`src/hdl/stok_pkg.sv`:
```
// ============================================================================
// stok_pkg: shared types and constants of the source tokenizer
// Token kinds, error causes, character codes, scan modes and token records.
// ============================================================================
package stok_pkg;

    localparam int MAX_NAME_LEN_DEF = 15;
    localparam int LINE_BITS_DEF    = 16;
    localparam int NAME_SLOTS       = 15;
    localparam int QUEUE_DEPTH      = 4;
    localparam int QCW              = $clog2(QUEUE_DEPTH + 1);

    // Token kinds.
    localparam logic [5:0] TK_ERROR       = 6'd0;
    localparam logic [5:0] TK_IDENT       = 6'd1;
    localparam logic [5:0] TK_NUMBER      = 6'd2;
    localparam logic [5:0] TK_COMMENT     = 6'd3;
    localparam logic [5:0] TK_END         = 6'd4;
    localparam logic [5:0] TK_KW_CHAR     = 6'd5;
    localparam logic [5:0] TK_KW_ELSE     = 6'd6;
    localparam logic [5:0] TK_KW_IF       = 6'd7;
    localparam logic [5:0] TK_KW_INT      = 6'd8;
    localparam logic [5:0] TK_KW_MAIN     = 6'd9;
    localparam logic [5:0] TK_KW_READINT  = 6'd10;
    localparam logic [5:0] TK_KW_VOID     = 6'd11;
    localparam logic [5:0] TK_KW_WHILE    = 6'd12;
    localparam logic [5:0] TK_KW_WRITEINT = 6'd13;
    localparam logic [5:0] TK_LPAREN      = 6'd14;
    localparam logic [5:0] TK_RPAREN      = 6'd15;
    localparam logic [5:0] TK_LBRACE      = 6'd16;
    localparam logic [5:0] TK_RBRACE      = 6'd17;
    localparam logic [5:0] TK_COMMA       = 6'd18;
    localparam logic [5:0] TK_SEMI        = 6'd19;
    localparam logic [5:0] TK_ASSIGN      = 6'd20;
    localparam logic [5:0] TK_EQ          = 6'd21;
    localparam logic [5:0] TK_OR          = 6'd22;
    localparam logic [5:0] TK_AND         = 6'd23;
    localparam logic [5:0] TK_LE          = 6'd24;
    localparam logic [5:0] TK_LT          = 6'd25;
    localparam logic [5:0] TK_GE          = 6'd26;
    localparam logic [5:0] TK_GT          = 6'd27;
    localparam logic [5:0] TK_NE          = 6'd28;
    localparam logic [5:0] TK_PLUS        = 6'd29;
    localparam logic [5:0] TK_MINUS       = 6'd30;
    localparam logic [5:0] TK_STAR        = 6'd31;
    localparam logic [5:0] TK_SLASH       = 6'd32;
    localparam logic [5:0] TK_HEX         = 6'd33;
    localparam logic [5:0] TK_CHARCODE    = 6'd34;

    // Error causes.
    localparam logic [2:0] EC_NONE      = 3'd0;
    localparam logic [2:0] EC_BAD_CHAR  = 3'd1;
    localparam logic [2:0] EC_LONE_OP   = 3'd2;
    localparam logic [2:0] EC_TOO_LONG  = 3'd3;
    localparam logic [2:0] EC_OPEN_COMM = 3'd4;
    localparam logic [2:0] EC_BAD_CODE  = 3'd5;

    // Character codes.
    localparam logic [7:0] CH_TAB    = 8'h09;
    localparam logic [7:0] CH_LF     = 8'h0A;
    localparam logic [7:0] CH_CR     = 8'h0D;
    localparam logic [7:0] CH_SPACE  = 8'h20;
    localparam logic [7:0] CH_BANG   = 8'h21;
    localparam logic [7:0] CH_AMP    = 8'h26;
    localparam logic [7:0] CH_QUOTE  = 8'h27;
    localparam logic [7:0] CH_LPAREN = 8'h28;
    localparam logic [7:0] CH_RPAREN = 8'h29;
    localparam logic [7:0] CH_STAR   = 8'h2A;
    localparam logic [7:0] CH_PLUS   = 8'h2B;
    localparam logic [7:0] CH_COMMA  = 8'h2C;
    localparam logic [7:0] CH_MINUS  = 8'h2D;
    localparam logic [7:0] CH_DOT    = 8'h2E;
    localparam logic [7:0] CH_SLASH  = 8'h2F;
    localparam logic [7:0] CH_ZERO   = 8'h30;
    localparam logic [7:0] CH_SEMI   = 8'h3B;
    localparam logic [7:0] CH_LT     = 8'h3C;
    localparam logic [7:0] CH_EQUAL  = 8'h3D;
    localparam logic [7:0] CH_GT     = 8'h3E;
    localparam logic [7:0] CH_UNDER  = 8'h5F;
    localparam logic [7:0] CH_X      = 8'h78;
    localparam logic [7:0] CH_LBRACE = 8'h7B;
    localparam logic [7:0] CH_BAR    = 8'h7C;
    localparam logic [7:0] CH_RBRACE = 8'h7D;

    // Keyword spellings, first character in the low byte.
    localparam logic [63:0] KW_CHAR     = 64'h0000_0000_7261_6863;
    localparam logic [63:0] KW_ELSE     = 64'h0000_0000_6573_6C65;
    localparam logic [63:0] KW_IF       = 64'h0000_0000_0000_6669;
    localparam logic [63:0] KW_INT      = 64'h0000_0000_0074_6E69;
    localparam logic [63:0] KW_MAIN     = 64'h0000_0000_6E69_616D;
    localparam logic [63:0] KW_READINT  = 64'h0074_6E69_6461_6572;
    localparam logic [63:0] KW_VOID     = 64'h0000_0000_6469_6F76;
    localparam logic [63:0] KW_WHILE    = 64'h0000_0065_6C69_6877;
    localparam logic [63:0] KW_WRITEINT = 64'h746E_6965_7469_7277;

    typedef enum logic [3:0] {
        M_IDLE, M_IDENT, M_NUMBER, M_ZERO, M_HEX, M_CODE,
        M_SLASH, M_LINECOM, M_BLOCK, M_BLOCKSTAR, M_PEND
    } mode_t;

    // One classified source character.
    typedef struct packed {
        logic       eot;
        logic [7:0] ch;
        logic       blank;
        logic       digit;
        logic       alpha;
        logic       hexaf;
        logic       idchar;
    } cls_t;

    // One token record.
    typedef struct packed {
        logic [5:0]  kind;
        logic [15:0] line;
        logic [63:0] value;
        logic [4:0]  places;
        logic [3:0]  len;
        logic [63:0] head;
        logic [55:0] tail;
        logic [2:0]  cause;
        logic        sat;
        logic        last;
    } tok_t;

    function automatic tok_t mk_tok(input logic [5:0] kind, input logic [15:0] line,
                                    input logic [63:0] value, input logic [4:0] places,
                                    input logic [2:0] cause, input logic sat);
        tok_t t;
        t        = '0;
        t.kind   = kind;
        t.line   = line;
        t.value  = value;
        t.places = places;
        t.cause  = cause;
        t.sat    = sat;
        return t;
    endfunction

    function automatic logic [5:0] kw_kind(input logic [63:0] head, input logic [3:0] len);
        logic [5:0] k;
        k = TK_IDENT;
        if (len == 4'd4 && head == KW_CHAR)     k = TK_KW_CHAR;
        if (len == 4'd4 && head == KW_ELSE)     k = TK_KW_ELSE;
        if (len == 4'd2 && head == KW_IF)       k = TK_KW_IF;
        if (len == 4'd3 && head == KW_INT)      k = TK_KW_INT;
        if (len == 4'd4 && head == KW_MAIN)     k = TK_KW_MAIN;
        if (len == 4'd7 && head == KW_READINT)  k = TK_KW_READINT;
        if (len == 4'd4 && head == KW_VOID)     k = TK_KW_VOID;
        if (len == 4'd5 && head == KW_WHILE)    k = TK_KW_WHILE;
        if (len == 4'd8 && head == KW_WRITEINT) k = TK_KW_WRITEINT;
        return k;
    endfunction

endpackage

```
`src/hdl/stok_fifo.sv`:
```
// ============================================================================
// stok_fifo: small register queue
// Up to two entries written per cycle, one read per cycle from the head.
// ============================================================================
module stok_fifo #(
    parameter int WIDTH = 8,
    parameter int DEPTH = 4
) (
    input  logic                         aclk,
    input  logic                         aresetn,
    input  logic                         push0,
    input  logic                         push1,
    input  logic [WIDTH-1:0]             din0,
    input  logic [WIDTH-1:0]             din1,
    input  logic                         pop,
    output logic [WIDTH-1:0]             dout,
    output logic                         not_empty,
    output logic [$clog2(DEPTH+1)-1:0]   free
);
    localparam int AW = $clog2(DEPTH);
    localparam int CW = $clog2(DEPTH + 1);

    logic [WIDTH-1:0] mem [DEPTH];
    logic [AW-1:0]    wptr_reg, wptr_next, rptr_reg, rptr_next, wp1, wp2;
    logic [CW-1:0]    count_reg, count_next;

    assign wp1 = (wptr_reg == AW'(DEPTH - 1)) ? '0 : wptr_reg + 1'b1;
    assign wp2 = (wp1 == AW'(DEPTH - 1)) ? '0 : wp1 + 1'b1;

    always_comb begin
        wptr_next = push1 ? wp2 : (push0 ? wp1 : wptr_reg);
        rptr_next = rptr_reg;
        if (pop) begin
            rptr_next = (rptr_reg == AW'(DEPTH - 1)) ? '0 : rptr_reg + 1'b1;
        end
        count_next = count_reg + CW'(push0) + CW'(push1) - CW'(pop);
    end

    always_ff @(posedge aclk) begin
        if (!aresetn) begin
            wptr_reg  <= '0;
            rptr_reg  <= '0;
            count_reg <= '0;
        end else begin
            wptr_reg  <= wptr_next;
            rptr_reg  <= rptr_next;
            count_reg <= count_next;
        end
    end

    always_ff @(posedge aclk) begin
        if (push0) begin
            mem[wptr_reg] <= din0;
        end
        if (push1) begin
            mem[wp1] <= din1;
        end
    end

    assign dout      = mem[rptr_reg];
    assign not_empty = (count_reg != '0);
    assign free      = CW'(DEPTH) - count_reg;

endmodule

```
`src/hdl/stok_front.sv`:
```
// ============================================================================
// stok_front: character intake
// Classifies each accepted character and queues it for the scanner.
// ============================================================================
module stok_front (
    input  logic           aclk,
    input  logic           aresetn,
    input  logic           s_valid,
    output logic           s_ready,
    input  logic [7:0]     s_source_byte,
    input  logic           s_end_of_text,
    output logic           cmd_valid,
    output stok_pkg::cls_t cmd_data,
    input  logic           cmd_pop
);
    import stok_pkg::*;

    cls_t          cls;
    logic [QCW-1:0] free;
    logic [$bits(cls_t)-1:0] dout;

    always_comb begin
        cls.eot    = s_end_of_text;
        cls.ch     = s_source_byte;
        cls.blank  = (s_source_byte == CH_SPACE) || (s_source_byte == CH_LF) ||
                     (s_source_byte == CH_CR) || (s_source_byte == CH_TAB);
        cls.digit  = (s_source_byte >= 8'h30) && (s_source_byte <= 8'h39);
        cls.alpha  = ((s_source_byte >= 8'h61) && (s_source_byte <= 8'h7A)) ||
                     ((s_source_byte >= 8'h41) && (s_source_byte <= 8'h5A));
        cls.hexaf  = (s_source_byte >= 8'h41) && (s_source_byte <= 8'h46);
        cls.idchar = cls.alpha || cls.digit || (s_source_byte == CH_UNDER);
    end

    assign s_ready = (free != '0);

    stok_fifo #(
        .WIDTH ($bits(cls_t)),
        .DEPTH (QUEUE_DEPTH)
    ) u_cmdq (
        .aclk      (aclk),
        .aresetn   (aresetn),
        .push0     (s_valid && s_ready),
        .push1     (1'b0),
        .din0      (cls),
        .din1      ('0),
        .pop       (cmd_pop),
        .dout      (dout),
        .not_empty (cmd_valid),
        .free      (free)
    );

    assign cmd_data = cls_t'(dout);

endmodule

```
`src/hdl/stok_back.sv`:
```
// ============================================================================
// stok_back: scanner
// Runs the scan state machine on one queued character per cycle while the
// output queue has room for two tokens, and produces up to two tokens for it.
// ============================================================================
module stok_back #(
    parameter int MAX_NAME_LEN = stok_pkg::MAX_NAME_LEN_DEF,
    parameter int LINE_BITS    = stok_pkg::LINE_BITS_DEF
) (
    input  logic                     aclk,
    input  logic                     aresetn,
    input  logic                     cmd_valid,
    input  stok_pkg::cls_t           cmd_data,
    output logic                     cmd_pop,
    input  logic [stok_pkg::QCW-1:0] out_free,
    output logic                     push0,
    output logic                     push1,
    output stok_pkg::tok_t           tok0,
    output stok_pkg::tok_t           tok1
);
    import stok_pkg::*;

    localparam int NCW = $clog2(MAX_NAME_LEN + 2);
    localparam int IW  = $clog2(MAX_NAME_LEN);

    mode_t                mode_reg, mode_next, start_mode;
    logic [LINE_BITS-1:0] line_reg, line_next, start_reg, start_next;
    logic [63:0]          acc_reg, acc_next;
    logic [4:0]           frac_reg, frac_next;
    logic [1:0]           dot_reg, dot_next;
    logic [7:0]           names_reg [MAX_NAME_LEN];
    logic [7:0]           names_next [MAX_NAME_LEN];
    logic [NCW-1:0]       cnt_reg, cnt_next;
    logic [7:0]           held_reg, held_next;
    logic                 sat_reg, sat_next;

    logic        fire, brk, fv, v0, v1, pend_char, special;
    logic [7:0]  c;
    logic [5:0]  pair_k;
    logic [67:0] mul68;
    logic        ovf;
    logic [3:0]  hexval;
    logic [7:0]  pad [NAME_SLOTS];
    logic [63:0] nm_head;
    logic [55:0] nm_tail;
    tok_t        ft, e0, e1;

    assign fire    = cmd_valid && (out_free >= QCW'(2));
    assign cmd_pop = fire;
    assign c       = cmd_data.ch;

    assign pend_char = (c == CH_EQUAL) || (c == CH_BAR) || (c == CH_AMP) ||
                       (c == CH_BANG) || (c == CH_LT) || (c == CH_GT);
    assign special   = (c == CH_QUOTE) || (c == CH_SLASH) || cmd_data.digit ||
                       cmd_data.alpha || (c == CH_UNDER) || pend_char;

    // Decimal step x*10+d; a carry out of 64 bits means saturation.
    assign mul68  = ({4'b0, acc_reg} << 3) + ({4'b0, acc_reg} << 1) + 68'(c[3:0]);
    assign ovf    = |mul68[67:64];
    assign hexval = cmd_data.digit ? c[3:0] : c[3:0] + 4'd9;

    always_comb begin
        pair_k = TK_ERROR;
        if (held_reg == CH_EQUAL && c == CH_EQUAL) pair_k = TK_EQ;
        if (held_reg == CH_BAR   && c == CH_BAR)   pair_k = TK_OR;
        if (held_reg == CH_AMP   && c == CH_AMP)   pair_k = TK_AND;
        if (held_reg == CH_LT    && c == CH_EQUAL) pair_k = TK_LE;
        if (held_reg == CH_GT    && c == CH_EQUAL) pair_k = TK_GE;
        if (held_reg == CH_BANG  && c == CH_EQUAL) pair_k = TK_NE;
    end

    always_comb begin
        start_mode = M_IDLE;
        if (c == CH_QUOTE)                         start_mode = M_CODE;
        else if (c == CH_SLASH)                    start_mode = M_SLASH;
        else if (c == CH_ZERO)                     start_mode = M_ZERO;
        else if (cmd_data.digit)                   start_mode = M_NUMBER;
        else if (cmd_data.alpha || c == CH_UNDER)  start_mode = M_IDENT;
        else if (pend_char)                        start_mode = M_PEND;
    end

    // Next scan mode, and whether the character closes the pending token.
    always_comb begin
        brk       = 1'b0;
        mode_next = mode_reg;
        if (fire) begin
            if (cmd_data.eot) begin
                mode_next = M_IDLE;
            end else begin
                case (mode_reg)
                    M_IDENT: brk = !cmd_data.idchar;
                    M_ZERO: begin
                        if (c == CH_X) mode_next = M_HEX;
                        else if (cmd_data.digit || c == CH_DOT) mode_next = M_NUMBER;
                        else brk = 1'b1;
                    end
                    M_NUMBER: brk = !(cmd_data.digit || c == CH_DOT);
                    M_HEX:    brk = !(cmd_data.digit || cmd_data.hexaf);
                    M_CODE: begin
                        if (c == CH_QUOTE) mode_next = M_IDLE;
                        else if (!cmd_data.digit) brk = 1'b1;
                    end
                    M_SLASH: begin
                        if (c == CH_SLASH) mode_next = M_LINECOM;
                        else if (c == CH_STAR) mode_next = M_BLOCK;
                        else brk = 1'b1;
                    end
                    M_LINECOM: begin
                        if (c == CH_LF) mode_next = M_IDLE;
                    end
                    M_BLOCK: begin
                        if (c == CH_STAR) mode_next = M_BLOCKSTAR;
                    end
                    M_BLOCKSTAR: begin
                        if (c == CH_SLASH) mode_next = M_IDLE;
                        else if (c != CH_STAR) mode_next = M_BLOCK;
                    end
                    M_PEND: begin
                        if (pair_k != TK_ERROR) mode_next = M_IDLE;
                        else brk = 1'b1;
                    end
                    default: brk = 1'b1;
                endcase
                if (brk) mode_next = start_mode;
            end
        end
    end

    // Name fields; characters at or above the count read as zero.
    always_comb begin
        for (int i = 0; i < NAME_SLOTS; i++) pad[i] = 8'h00;
        for (int i = 0; i < MAX_NAME_LEN; i++) begin
            if (NCW'(i) < cnt_reg) pad[i] = names_reg[i];
        end
        for (int i = 0; i < 8; i++) nm_head[8*i +: 8] = pad[i];
        for (int i = 0; i < 7; i++) nm_tail[8*i +: 8] = pad[8+i];
    end

    // Token that the pending scan gives when it is closed.
    always_comb begin
        fv = 1'b1;
        ft = '0;
        case (mode_reg)
            M_IDENT: begin
                if (cnt_reg > NCW'(MAX_NAME_LEN)) begin
                    ft = mk_tok(TK_ERROR, 16'(start_reg), '0, '0, EC_TOO_LONG, 1'b0);
                end else begin
                    ft = mk_tok(kw_kind(nm_head, 4'(cnt_reg)), 16'(start_reg), '0, '0,
                                EC_NONE, 1'b0);
                    ft.len  = 4'(cnt_reg);
                    ft.head = nm_head;
                    ft.tail = nm_tail;
                end
            end
            M_ZERO, M_NUMBER:
                ft = mk_tok(TK_NUMBER, 16'(start_reg), acc_reg, frac_reg, EC_NONE, sat_reg);
            M_HEX:
                ft = mk_tok(TK_HEX, 16'(start_reg), acc_reg, '0, EC_NONE, sat_reg);
            M_CODE:
                ft = mk_tok(TK_ERROR, 16'(start_reg), '0, '0, EC_BAD_CODE, 1'b0);
            M_SLASH:
                ft = mk_tok(TK_SLASH, 16'(start_reg), '0, '0, EC_NONE, 1'b0);
            M_LINECOM:
                ft = mk_tok(TK_COMMENT, 16'(start_reg), '0, '0, EC_NONE, 1'b0);
            M_BLOCK, M_BLOCKSTAR:
                ft = mk_tok(TK_ERROR, 16'(start_reg), '0, '0, EC_OPEN_COMM, 1'b0);
            M_PEND: begin
                if (held_reg == CH_EQUAL)
                    ft = mk_tok(TK_ASSIGN, 16'(start_reg), '0, '0, EC_NONE, 1'b0);
                else if (held_reg == CH_LT)
                    ft = mk_tok(TK_LT, 16'(start_reg), '0, '0, EC_NONE, 1'b0);
                else if (held_reg == CH_GT)
                    ft = mk_tok(TK_GT, 16'(start_reg), '0, '0, EC_NONE, 1'b0);
                else
                    ft = mk_tok(TK_ERROR, 16'(start_reg), '0, '0, EC_LONE_OP, 1'b0);
            end
            default: fv = 1'b0;
        endcase
    end

    // Datapath and emitted tokens.
    always_comb begin
        line_next  = line_reg;
        start_next = start_reg;
        acc_next   = acc_reg;
        frac_next  = frac_reg;
        dot_next   = dot_reg;
        names_next = names_reg;
        cnt_next   = cnt_reg;
        held_next  = held_reg;
        sat_next   = sat_reg;
        v0 = 1'b0;
        v1 = 1'b0;
        e0 = '0;
        e1 = '0;
        if (fire) begin
            if (cmd_data.eot) begin
                v0 = fv;
                e0 = ft;
                v1 = 1'b1;
                e1 = mk_tok(TK_END, 16'(line_reg), '0, '0, EC_NONE, 1'b0);
                line_next  = LINE_BITS'(1);
                start_next = LINE_BITS'(1);
                acc_next   = '0;
                frac_next  = '0;
                dot_next   = '0;
                cnt_next   = '0;
                held_next  = '0;
                sat_next   = 1'b0;
            end else begin
                if (c == CH_LF && line_reg != {LINE_BITS{1'b1}}) begin
                    line_next = line_reg + 1'b1;
                end
                if (brk) begin
                    v0 = fv;
                    e0 = ft;
                    if (!cmd_data.blank) begin
                        start_next = line_reg;
                        acc_next   = '0;
                        frac_next  = '0;
                        dot_next   = '0;
                        sat_next   = 1'b0;
                        cnt_next   = '0;
                        if (cmd_data.digit && c != CH_ZERO) acc_next = 64'(c[3:0]);
                        if (cmd_data.alpha || c == CH_UNDER) begin
                            names_next[0] = c;
                            cnt_next      = NCW'(1);
                        end
                        if (pend_char) held_next = c;
                        if (!special) begin
                            v1 = 1'b1;
                            case (c)
                                CH_LPAREN: e1 = mk_tok(TK_LPAREN, 16'(line_reg), '0, '0,
                                                       EC_NONE, 1'b0);
                                CH_RPAREN: e1 = mk_tok(TK_RPAREN, 16'(line_reg), '0, '0,
                                                       EC_NONE, 1'b0);
                                CH_LBRACE: e1 = mk_tok(TK_LBRACE, 16'(line_reg), '0, '0,
                                                       EC_NONE, 1'b0);
                                CH_RBRACE: e1 = mk_tok(TK_RBRACE, 16'(line_reg), '0, '0,
                                                       EC_NONE, 1'b0);
                                CH_COMMA:  e1 = mk_tok(TK_COMMA, 16'(line_reg), '0, '0,
                                                       EC_NONE, 1'b0);
                                CH_SEMI:   e1 = mk_tok(TK_SEMI, 16'(line_reg), '0, '0,
                                                       EC_NONE, 1'b0);
                                CH_PLUS:   e1 = mk_tok(TK_PLUS, 16'(line_reg), '0, '0,
                                                       EC_NONE, 1'b0);
                                CH_MINUS:  e1 = mk_tok(TK_MINUS, 16'(line_reg), '0, '0,
                                                       EC_NONE, 1'b0);
                                CH_STAR:   e1 = mk_tok(TK_STAR, 16'(line_reg), '0, '0,
                                                       EC_NONE, 1'b0);
                                default:   e1 = mk_tok(TK_ERROR, 16'(line_reg), '0, '0,
                                                       EC_BAD_CHAR, 1'b0);
                            endcase
                        end
                    end
                end else begin
                    case (mode_reg)
                        M_IDENT: begin
                            if (cnt_reg < NCW'(MAX_NAME_LEN)) names_next[cnt_reg[IW-1:0]] = c;
                            if (cnt_reg <= NCW'(MAX_NAME_LEN)) cnt_next = cnt_reg + 1'b1;
                        end
                        M_ZERO, M_NUMBER: begin
                            if (mode_reg == M_ZERO && c == CH_X) begin
                                acc_next = '0;
                            end else if (cmd_data.digit) begin
                                if (dot_reg == 2'd1) begin
                                    if (frac_reg >= 5'd19 || ovf) begin
                                        sat_next = 1'b1;
                                    end else begin
                                        acc_next  = mul68[63:0];
                                        frac_next = frac_reg + 1'b1;
                                    end
                                end else if (dot_reg == 2'd0) begin
                                    if (ovf) begin
                                        acc_next = '1;
                                        sat_next = 1'b1;
                                    end else begin
                                        acc_next = mul68[63:0];
                                    end
                                end
                            end else if (dot_reg < 2'd2) begin
                                dot_next = dot_reg + 1'b1;
                            end
                        end
                        M_HEX: begin
                            if (|acc_reg[63:60]) begin
                                acc_next = '1;
                                sat_next = 1'b1;
                            end else begin
                                acc_next = {acc_reg[59:0], hexval};
                            end
                        end
                        M_CODE: begin
                            if (cmd_data.digit) begin
                                if (ovf) begin
                                    acc_next = '1;
                                    sat_next = 1'b1;
                                end else begin
                                    acc_next = mul68[63:0];
                                end
                            end else begin
                                v1 = 1'b1;
                                e1 = mk_tok(TK_CHARCODE, 16'(start_reg), {56'b0, acc_reg[7:0]},
                                            '0, EC_NONE, sat_reg);
                            end
                        end
                        M_LINECOM: begin
                            if (c == CH_LF) begin
                                v1 = 1'b1;
                                e1 = mk_tok(TK_COMMENT, 16'(start_reg), '0, '0, EC_NONE, 1'b0);
                            end
                        end
                        M_BLOCKSTAR: begin
                            if (c == CH_SLASH) begin
                                v1 = 1'b1;
                                e1 = mk_tok(TK_COMMENT, 16'(start_reg), '0, '0, EC_NONE, 1'b0);
                            end
                        end
                        M_PEND: begin
                            v1 = 1'b1;
                            e1 = mk_tok(pair_k, 16'(start_reg), '0, '0, EC_NONE, 1'b0);
                        end
                        default: ;
                    endcase
                end
            end
        end
    end

    // Pack the step's tokens in order and mark the final one.
    always_comb begin
        push0     = v0 || v1;
        push1     = v0 && v1;
        tok0      = v0 ? e0 : e1;
        tok0.last = !(v0 && v1);
        tok1      = e1;
        tok1.last = 1'b1;
    end

    always_ff @(posedge aclk) begin
        if (!aresetn) begin
            mode_reg  <= M_IDLE;
            line_reg  <= LINE_BITS'(1);
            start_reg <= LINE_BITS'(1);
            acc_reg   <= '0;
            frac_reg  <= '0;
            dot_reg   <= '0;
            cnt_reg   <= '0;
            held_reg  <= '0;
            sat_reg   <= 1'b0;
        end else begin
            mode_reg  <= mode_next;
            line_reg  <= line_next;
            start_reg <= start_next;
            acc_reg   <= acc_next;
            frac_reg  <= frac_next;
            dot_reg   <= dot_next;
            cnt_reg   <= cnt_next;
            held_reg  <= held_next;
            sat_reg   <= sat_next;
        end
    end

    always_ff @(posedge aclk) begin
        names_reg <= names_next;
    end

endmodule

```
`src/hdl/source_tokenizer.sv`:
```
// ============================================================================
// source_tokenizer: streaming lexer for a small C-like language
// One source character per input transaction, one token per output transaction.
// ============================================================================
// Path: an accepted character is written into the command queue, scanned from
//   its head by the scanner, and its tokens are written into the output queue.
// Throughput: one character per cycle while the output queue has room for two;
//   it has one read port, so two tokens of a character leave in two transactions.
// Reset: aresetn is synchronous and active low; both queues empty and the
//   scanner returns to line one in the idle mode. No clearing pass is needed.
module source_tokenizer #(
    parameter int MAX_NAME_LEN = stok_pkg::MAX_NAME_LEN_DEF,
    parameter int LINE_BITS    = stok_pkg::LINE_BITS_DEF
) (
    input  logic        aclk,
    input  logic        aresetn,
    input  logic        s_valid,
    output logic        s_ready,
    input  logic [7:0]  s_source_byte,
    input  logic        s_end_of_text,
    output logic        m_valid,
    input  logic        m_ready,
    output logic [5:0]  m_token_kind,
    output logic [15:0] m_line_number,
    output logic [63:0] m_token_value,
    output logic [4:0]  m_decimal_places,
    output logic [3:0]  m_name_length,
    output logic [63:0] m_name_head,
    output logic [55:0] m_name_tail,
    output logic [2:0]  m_error_cause,
    output logic        m_value_saturated,
    output logic        m_last_of_run
);
    import stok_pkg::*;

    // The front classifies characters into a short command queue; the
    // scanner drains it whenever the output queue has room for two tokens,
    // so a stall on either side is absorbed by the queues until they fill.
    logic           cmd_valid, cmd_pop;
    cls_t           cmd_data;
    logic [QCW-1:0] out_free;
    logic           bk_push0, bk_push1;
    tok_t           bk_tok0, bk_tok1, head_tok;
    logic [$bits(tok_t)-1:0] head_bits;

    stok_front u_front (
        .aclk          (aclk),
        .aresetn       (aresetn),
        .s_valid       (s_valid),
        .s_ready       (s_ready),
        .s_source_byte (s_source_byte),
        .s_end_of_text (s_end_of_text),
        .cmd_valid     (cmd_valid),
        .cmd_data      (cmd_data),
        .cmd_pop       (cmd_pop)
    );

    stok_back #(
        .MAX_NAME_LEN (MAX_NAME_LEN),
        .LINE_BITS    (LINE_BITS)
    ) u_back (
        .aclk      (aclk),
        .aresetn   (aresetn),
        .cmd_valid (cmd_valid),
        .cmd_data  (cmd_data),
        .cmd_pop   (cmd_pop),
        .out_free  (out_free),
        .push0     (bk_push0),
        .push1     (bk_push1),
        .tok0      (bk_tok0),
        .tok1      (bk_tok1)
    );

    // Output queue; its head register drives the result channel directly.
    stok_fifo #(
        .WIDTH ($bits(tok_t)),
        .DEPTH (QUEUE_DEPTH)
    ) u_outq (
        .aclk      (aclk),
        .aresetn   (aresetn),
        .push0     (bk_push0),
        .push1     (bk_push1),
        .din0      (bk_tok0),
        .din1      (bk_tok1),
        .pop       (m_valid && m_ready),
        .dout      (head_bits),
        .not_empty (m_valid),
        .free      (out_free)
    );

    assign head_tok          = tok_t'(head_bits);
    assign m_token_kind      = head_tok.kind;
    assign m_line_number     = head_tok.line;
    assign m_token_value     = head_tok.value;
    assign m_decimal_places  = head_tok.places;
    assign m_name_length     = head_tok.len;
    assign m_name_head       = head_tok.head;
    assign m_name_tail       = head_tok.tail;
    assign m_error_cause     = head_tok.cause;
    assign m_value_saturated = head_tok.sat;
    assign m_last_of_run     = head_tok.last;

`ifndef SYNTHESIS
    // A second token is only ever written together with a first one.
    a_push_pair: assert property (@(posedge aclk) disable iff (!aresetn)
        bk_push1 |-> bk_push0)
        else $error("second token pushed without first");

    // The scanner only writes when the output queue can take both tokens.
    a_room: assert property (@(posedge aclk) disable iff (!aresetn)
        bk_push0 |-> (out_free >= QCW'(2)))
        else $error("token pushed into a full output queue");

    // An end-of-text character always produces at least the end token.
    a_end_tok: assert property (@(posedge aclk) disable iff (!aresetn)
        (cmd_pop && cmd_data.eot) |-> bk_push0)
        else $error("end of text produced no token");
`endif

endmodule
```
`config.mk`:
```
export PLATFORM = sky130hd
export DESIGN_NAME = source_tokenizer
export DESIGN_NICKNAME = d
export VERILOG_FILES = /design/src/hdl/stok_pkg.sv /design/src/hdl/stok_fifo.sv /design/src/hdl/stok_front.sv /design/src/hdl/stok_back.sv /design/src/hdl/source_tokenizer.sv
export SDC_FILE = /design/constraint.sdc
export NUM_CORES = 2
export LEC_CHECK = 0
export BUFFER_PORTS_ARGS = -buffer_cell sky130_fd_sc_hd__buf_2
export CORE_ASPECT_RATIO = 1.25
export CORE_MARGIN = 2
export CORE_UTILIZATION = 30
export DETAILED_ROUTE_END_ITERATION = 7
export PLACE_DENSITY = 0.42
export SETUP_SLACK_MARGIN = 0.05
export SYNTH_ARGS = -nofsm -noshare
export SYNTH_HDL_FRONTEND = slang
export SYNTH_HIERARCHICAL = 1
export SYNTH_SLANG_ARGS = --single-unit
```
`constraint.sdc`:
```
create_clock -name aclk -period 23.3 [get_ports aclk]
set_clock_uncertainty 0.15 [all_clocks]
set_input_delay 6.99 -clock aclk [delete_from_list [all_inputs] [get_ports aclk]]
set_output_delay 6.99 -clock aclk [all_outputs]
set_load 0.01 [all_outputs]
```
# [Yosys cells after proc, flatten, opt, wreduce, memory -nomap -nowiden]
# Memories as Yosys holds them, arrays and structs flattened. A register that Yosys moved wholly into a read port is not among the register bits.
# Index checks and enable logic that the tools add are counted.
[totals] reg_bits=255 inputBits=13 mem_count=2 ram_bits=936
[op_classes] n_lt_le_gt_ge=30 add_sub_neg=19 n_eq_ne=90 muxes=173 bitwise=3 n_reduce_logical=88
[mem_list] memory="u_outq.mem" depth=4 width=220 read_ports=1 rd_clocked_by_memory_dff=1 write_ports=2 line="stok_fifo.sv:23" rtl="logic [WIDTH-1:0] mem [DEPTH];"
[mem_list] memory="u_front.u_cmdq.mem" depth=4 width=14 read_ports=1 rd_clocked_by_memory_dff=1 write_ports=1 line="stok_fifo.sv:23"
[op_table] operator="two-way mux 220 bit" count=13
[op_table] operator="case mux 219 bit (9 select lines)" count=1
[op_table] operator="case mux 220 bit (8 select lines)" count=1
[op_table] operator="case mux 220 bit (4 select lines)" count=1
[op_table] operator="two-way mux 64 bit" count=11
[op_table] operator="two-way mux 216 bit" count=2
[op_table] operator="equality test 64 x 31 -> 1 bit (second input constant)" count=4
[op_table] operator="two-way mux 120 bit" count=2
[op_table] operator="two-way mux 219 bit" count=1
[op_table] operator="case mux 64 bit (3 select lines)" count=1
[op_table] operator="two-way mux 8 bit" count=23
[op_table] operator="equality test 8 x 6 -> 1 bit (second input constant)" count=22
[op_table] operator="bitwise mux 120 bit" count=1
[op_table] operator="two-way mux 4 bit" count=26
[op_table] operator="two-way mux 16 bit" count=5
[op_table] operator="two-way mux 5 bit" count=14
[op_table] operator="adder 67 x 65 -> 68 bit" count=1
[op_table] operator="adder 68 x 4 -> 68 bit" count=1
[op_table] operator="equality test 64 x 15 -> 1 bit (second input constant)" count=1
[op_table] operator="equality test 64 x 23 -> 1 bit (second input constant)" count=1
[op_table] operator="equality test 64 x 39 -> 1 bit (second input constant)" count=1
[op_table] operator="equality test 64 x 55 -> 1 bit (second input constant)" count=1
[op_table] operator="equality test 64 x 63 -> 1 bit (second input constant)" count=1
[op_table] operator="equality test 8 x 7 -> 1 bit (second input constant)" count=7
[op_table] operator="other kinds (72)" count=261

# [Longest topological paths before layout]
[depth] word_depth=22 depth_mapped=26

# [Hierarchy]
# The synthesis kept the hierarchy.
[modules_own_cells] module="stok_fifo at u_outq" n_inst=1 area_each_um2=43100.1 seq_area_each_um2=26605.5 cells_per_inst=2187
[modules_own_cells] module="stok_back" n_inst=1 area_each_um2=20215.6 seq_area_each_um2=6025.8 cells_per_inst=2507
[modules_own_cells] module="stok_fifo at u_front.u_cmdq" n_inst=1 area_each_um2=3298.2 seq_area_each_um2=1861.8 cells_per_inst=195
[modules_own_cells] module="stok_front" n_inst=1 area_each_um2=155.1 seq_area_each_um2=0.0 cells_per_inst=26
[modules_own_cells] module="source_tokenizer" n_inst=1 area_each_um2=6.3 seq_area_each_um2=0.0 cells_per_inst=1

# [Worst setup path after synthesis]
# Ideal clock, no wire load.
[synth_timing] kind="register to register" start="register with a tool-made name" end="memory u_outq/mem[1][0] (netlist name) (enable)" setup_ns=1.724 t_arrival_ns=7.680 path_stages_with_launch=22 t_required_ns=21.426 slack_ns=13.745 cell_sequence="dfxtp_1 > buf_6 > buf_12 > mux4_2 > buf_6 > or4b_1 > buf_2 > nor4_2 > o21bai_1 > and4_4 > or2_1 > buf_6 > nand2_1 > o21ai_1 > nor2b_1 > nand2b_1 > inv_1 > buf_4 > nand2_2 > buf_4 > buf_2 > nand2_1"
[synth_lines] element="end, declared" line="stok_fifo.sv:23"

==> flow_summary.json <==
{
  "met2_usage_pct": 32.0,
  "path_cells": "buf_4, buf_4, mux4_2, buf_2",
  "worst_slack_ps": 12020,
  "ctsHoldBuffers": 0,
  "rsz0062_at_grt": "false",
  "critPathMaxStageDelay_ps": 820,
  "numCtsBuffers": 150,
  "hold_viol": 0,
  "start_util_pct": 30.2,
  "antenna_found_initial": 8,
  "cpMostUsedCell": "buf_4",
  "fp.dieW_um": 426,
  "fmax_ghz": 0.0887,
  "num_io_pins": 235,
  "cpMaxStageDelayCell": "buf_4",
  "hold_ws_ps": 314,
  "grtUsageMet3_pct": 2.66,
  "post_drt_wl_per_cell_um": 25.1,
  "tightest_slew_ps": 1260,
  "cts_tree": "built",
  "synth.avg_cell_area_um2": 13.6,
  "top_usage_layer": "met2",
  "first_global_vias": 43638,
  "num_rows": 193,
  "h-tree-depth": 4,
  "core_area_um2": 221000,
  "cp-end-kind": "output pin",
  "dpl_cell_area_um2": 69900,
  "drc": 0,
  "yosysWarningCount": 6,
  "power.density_nw_per_um2": 103,
  "gp_congestion": 0.839,
  "max-cap-violations": 0,
  "cts_root_buffer": "clkbuf_16",
  "track_usage_pct": 17.8,
  "route.antenna.remaining_nets": 0,
  "vdd_drop_max_uv": 159,
  "final-instance-count-excl-fill": 8170,
  "cts_sinks": 1195,
  "leakagePower_nw": 27.5,
  "drive_gt1_share_pct": 32.8,
  "drt_iter0_drc": 2584,
  "grt_max_degree": 120,
  "largest_reg_flops": 880,
  "met1_usage_pct": 22.1,
  "drt_wl_total_um": 205000,
  "clk_pin_slew_ps": 60,
  "die_y_um": 531,
  "final.setup.tns_ps": 0,
  "worstSetupPathType": "reg2out",
  "firstDrtPassIters": 5,
  "vias_per_cell": 5.03,
  "post-cts-setup-buffer-count": 0,
  "grt_remaining_overflow": 0,
  "min_path_type": "reg2reg",
  "dpl.cell_count": 7909,
  "clk_latency_ps": 840,
  "vias": 41078,
  "crit_arrival_ps": 4140,
  "status": "completed",
  "fin_crit_sh_pct": 48.4,
  "cts_resized": 0,
  "slew_violations": 0,
  "clockBufferDepth": 4,
  "syn_inst": 4915,
  "final_cell_area_um2": 74500,
  "setup_viol": 0,
  "period_minus_slack_ps": 11280,
  "path_max_fanout": 42,
  "port_buffers": 234,
  "synth.cell_area_um2": 66800,
  "place_ws_ps": 12620,
  "die-area_um2": 226000,
  "fin_nets": 5311,
  "grt_pass1_wl_um": 302000,
  "worstPathRequired_ps": 16160,
  "hpwl_um": 129000,
  "area_growth_pct": 11.6,
  "start_kind": "flop",
  "slew_headroom_pct": 15.1
}
-- stage by stage --
step | total power, mW | util, %
6_report | 7.68 | 33.7
5_1_grt | 8.07 | 33.7
4_1_cts | 7.85 | 33.7
3_5_place_dp | 5.57 | 31.6
3_3_place_gp | 5.58 | 31.6
2_1_floorplan | 4.64 | -
-- per-layer routing --
layer | vias up | wire length [µm]
li1 | 19030 | -
met1 | 20998 | 86600
met2 | 799 | 105000
met3 | 251 | 8290
met4 | 0 | 4910
met5 | - | 0
-- area by class of cell --
| cell class | count | area [µm²] |
|---|---|---|
| Clock buffer | 193 | 4030 |
| Fill cell | 21934 | 147000 |
| Multi-Input combinational cell | 3416 | 29700 |
| Antenna cell | 3 | 7.51 |
| Timing Repair Buffer | 307 | 1790 |
| Sequential cell | 1195 | 34500 |
| Clock inverter | 65 | 536 |
| Tap cell | 2925 | 3660 |
| Inverter | 66 | 248 |
-- power by group --
| group | switching, mW | internal, mW |
|---|---|---|
| sequential | 0.164 | 2.90 |
| combinational | 1.57 | 0.824 |
| clock | 0.935 | 1.30 |
-- layout by cell type (no fill, tap or decap), drive strengths merged, types with 9 or more instances in the layout --
| cell type | instances |
|---|---|
| edfxtp | 1056 |
| mux2 | 938 |
| buf | 307 |
| nor2 | 267 |
| conb | 245 |
| mux4 | 234 |
| nand2 | 219 |
| and2 | 214 |
| clkbuf | 193 |
| a21oi | 188 |
| o21ai | 176 |
| ha | 156 |
| dfxtp | 139 |
| nor4 | 70 |
| inv | 68 |
| o31ai | 61 |
| nor3 | 59 |
| xnor2 | 53 |
| clkinv | 53 |
| nand4 | 50 |
| nand3 | 48 |
| a31oi | 43 |
| a22o | 34 |
| xor2 | 29 |
| nor2b | 27 |
| a22oi | 27 |
| nand2b | 25 |
| a21o | 21 |
| and3 | 19 |
| o21a | 16 |
| or3 | 16 |
| nand3b | 10 |
| a211oi | 9 |
-- path summary, 6_finish.rpt --
check	start	end	slack [ps]	cells past startpoint
setup / recovery	flop	m_name_length[1]	12020	4
hold / removal	u_back/sat_reg	u_back/sat_reg	310	2
setup reg to reg	flop	u_outq/mem[2][164]	13890	20
hold reg to reg	u_back/sat_reg	u_back/sat_reg	310	2
-- critical path, delay by kind of cell, from the launching register on --
family	cells	cell delay (ps)
buf+inv	3	1800
mux	1	670
flops	1	750
(Power assumes the default switching activity.)
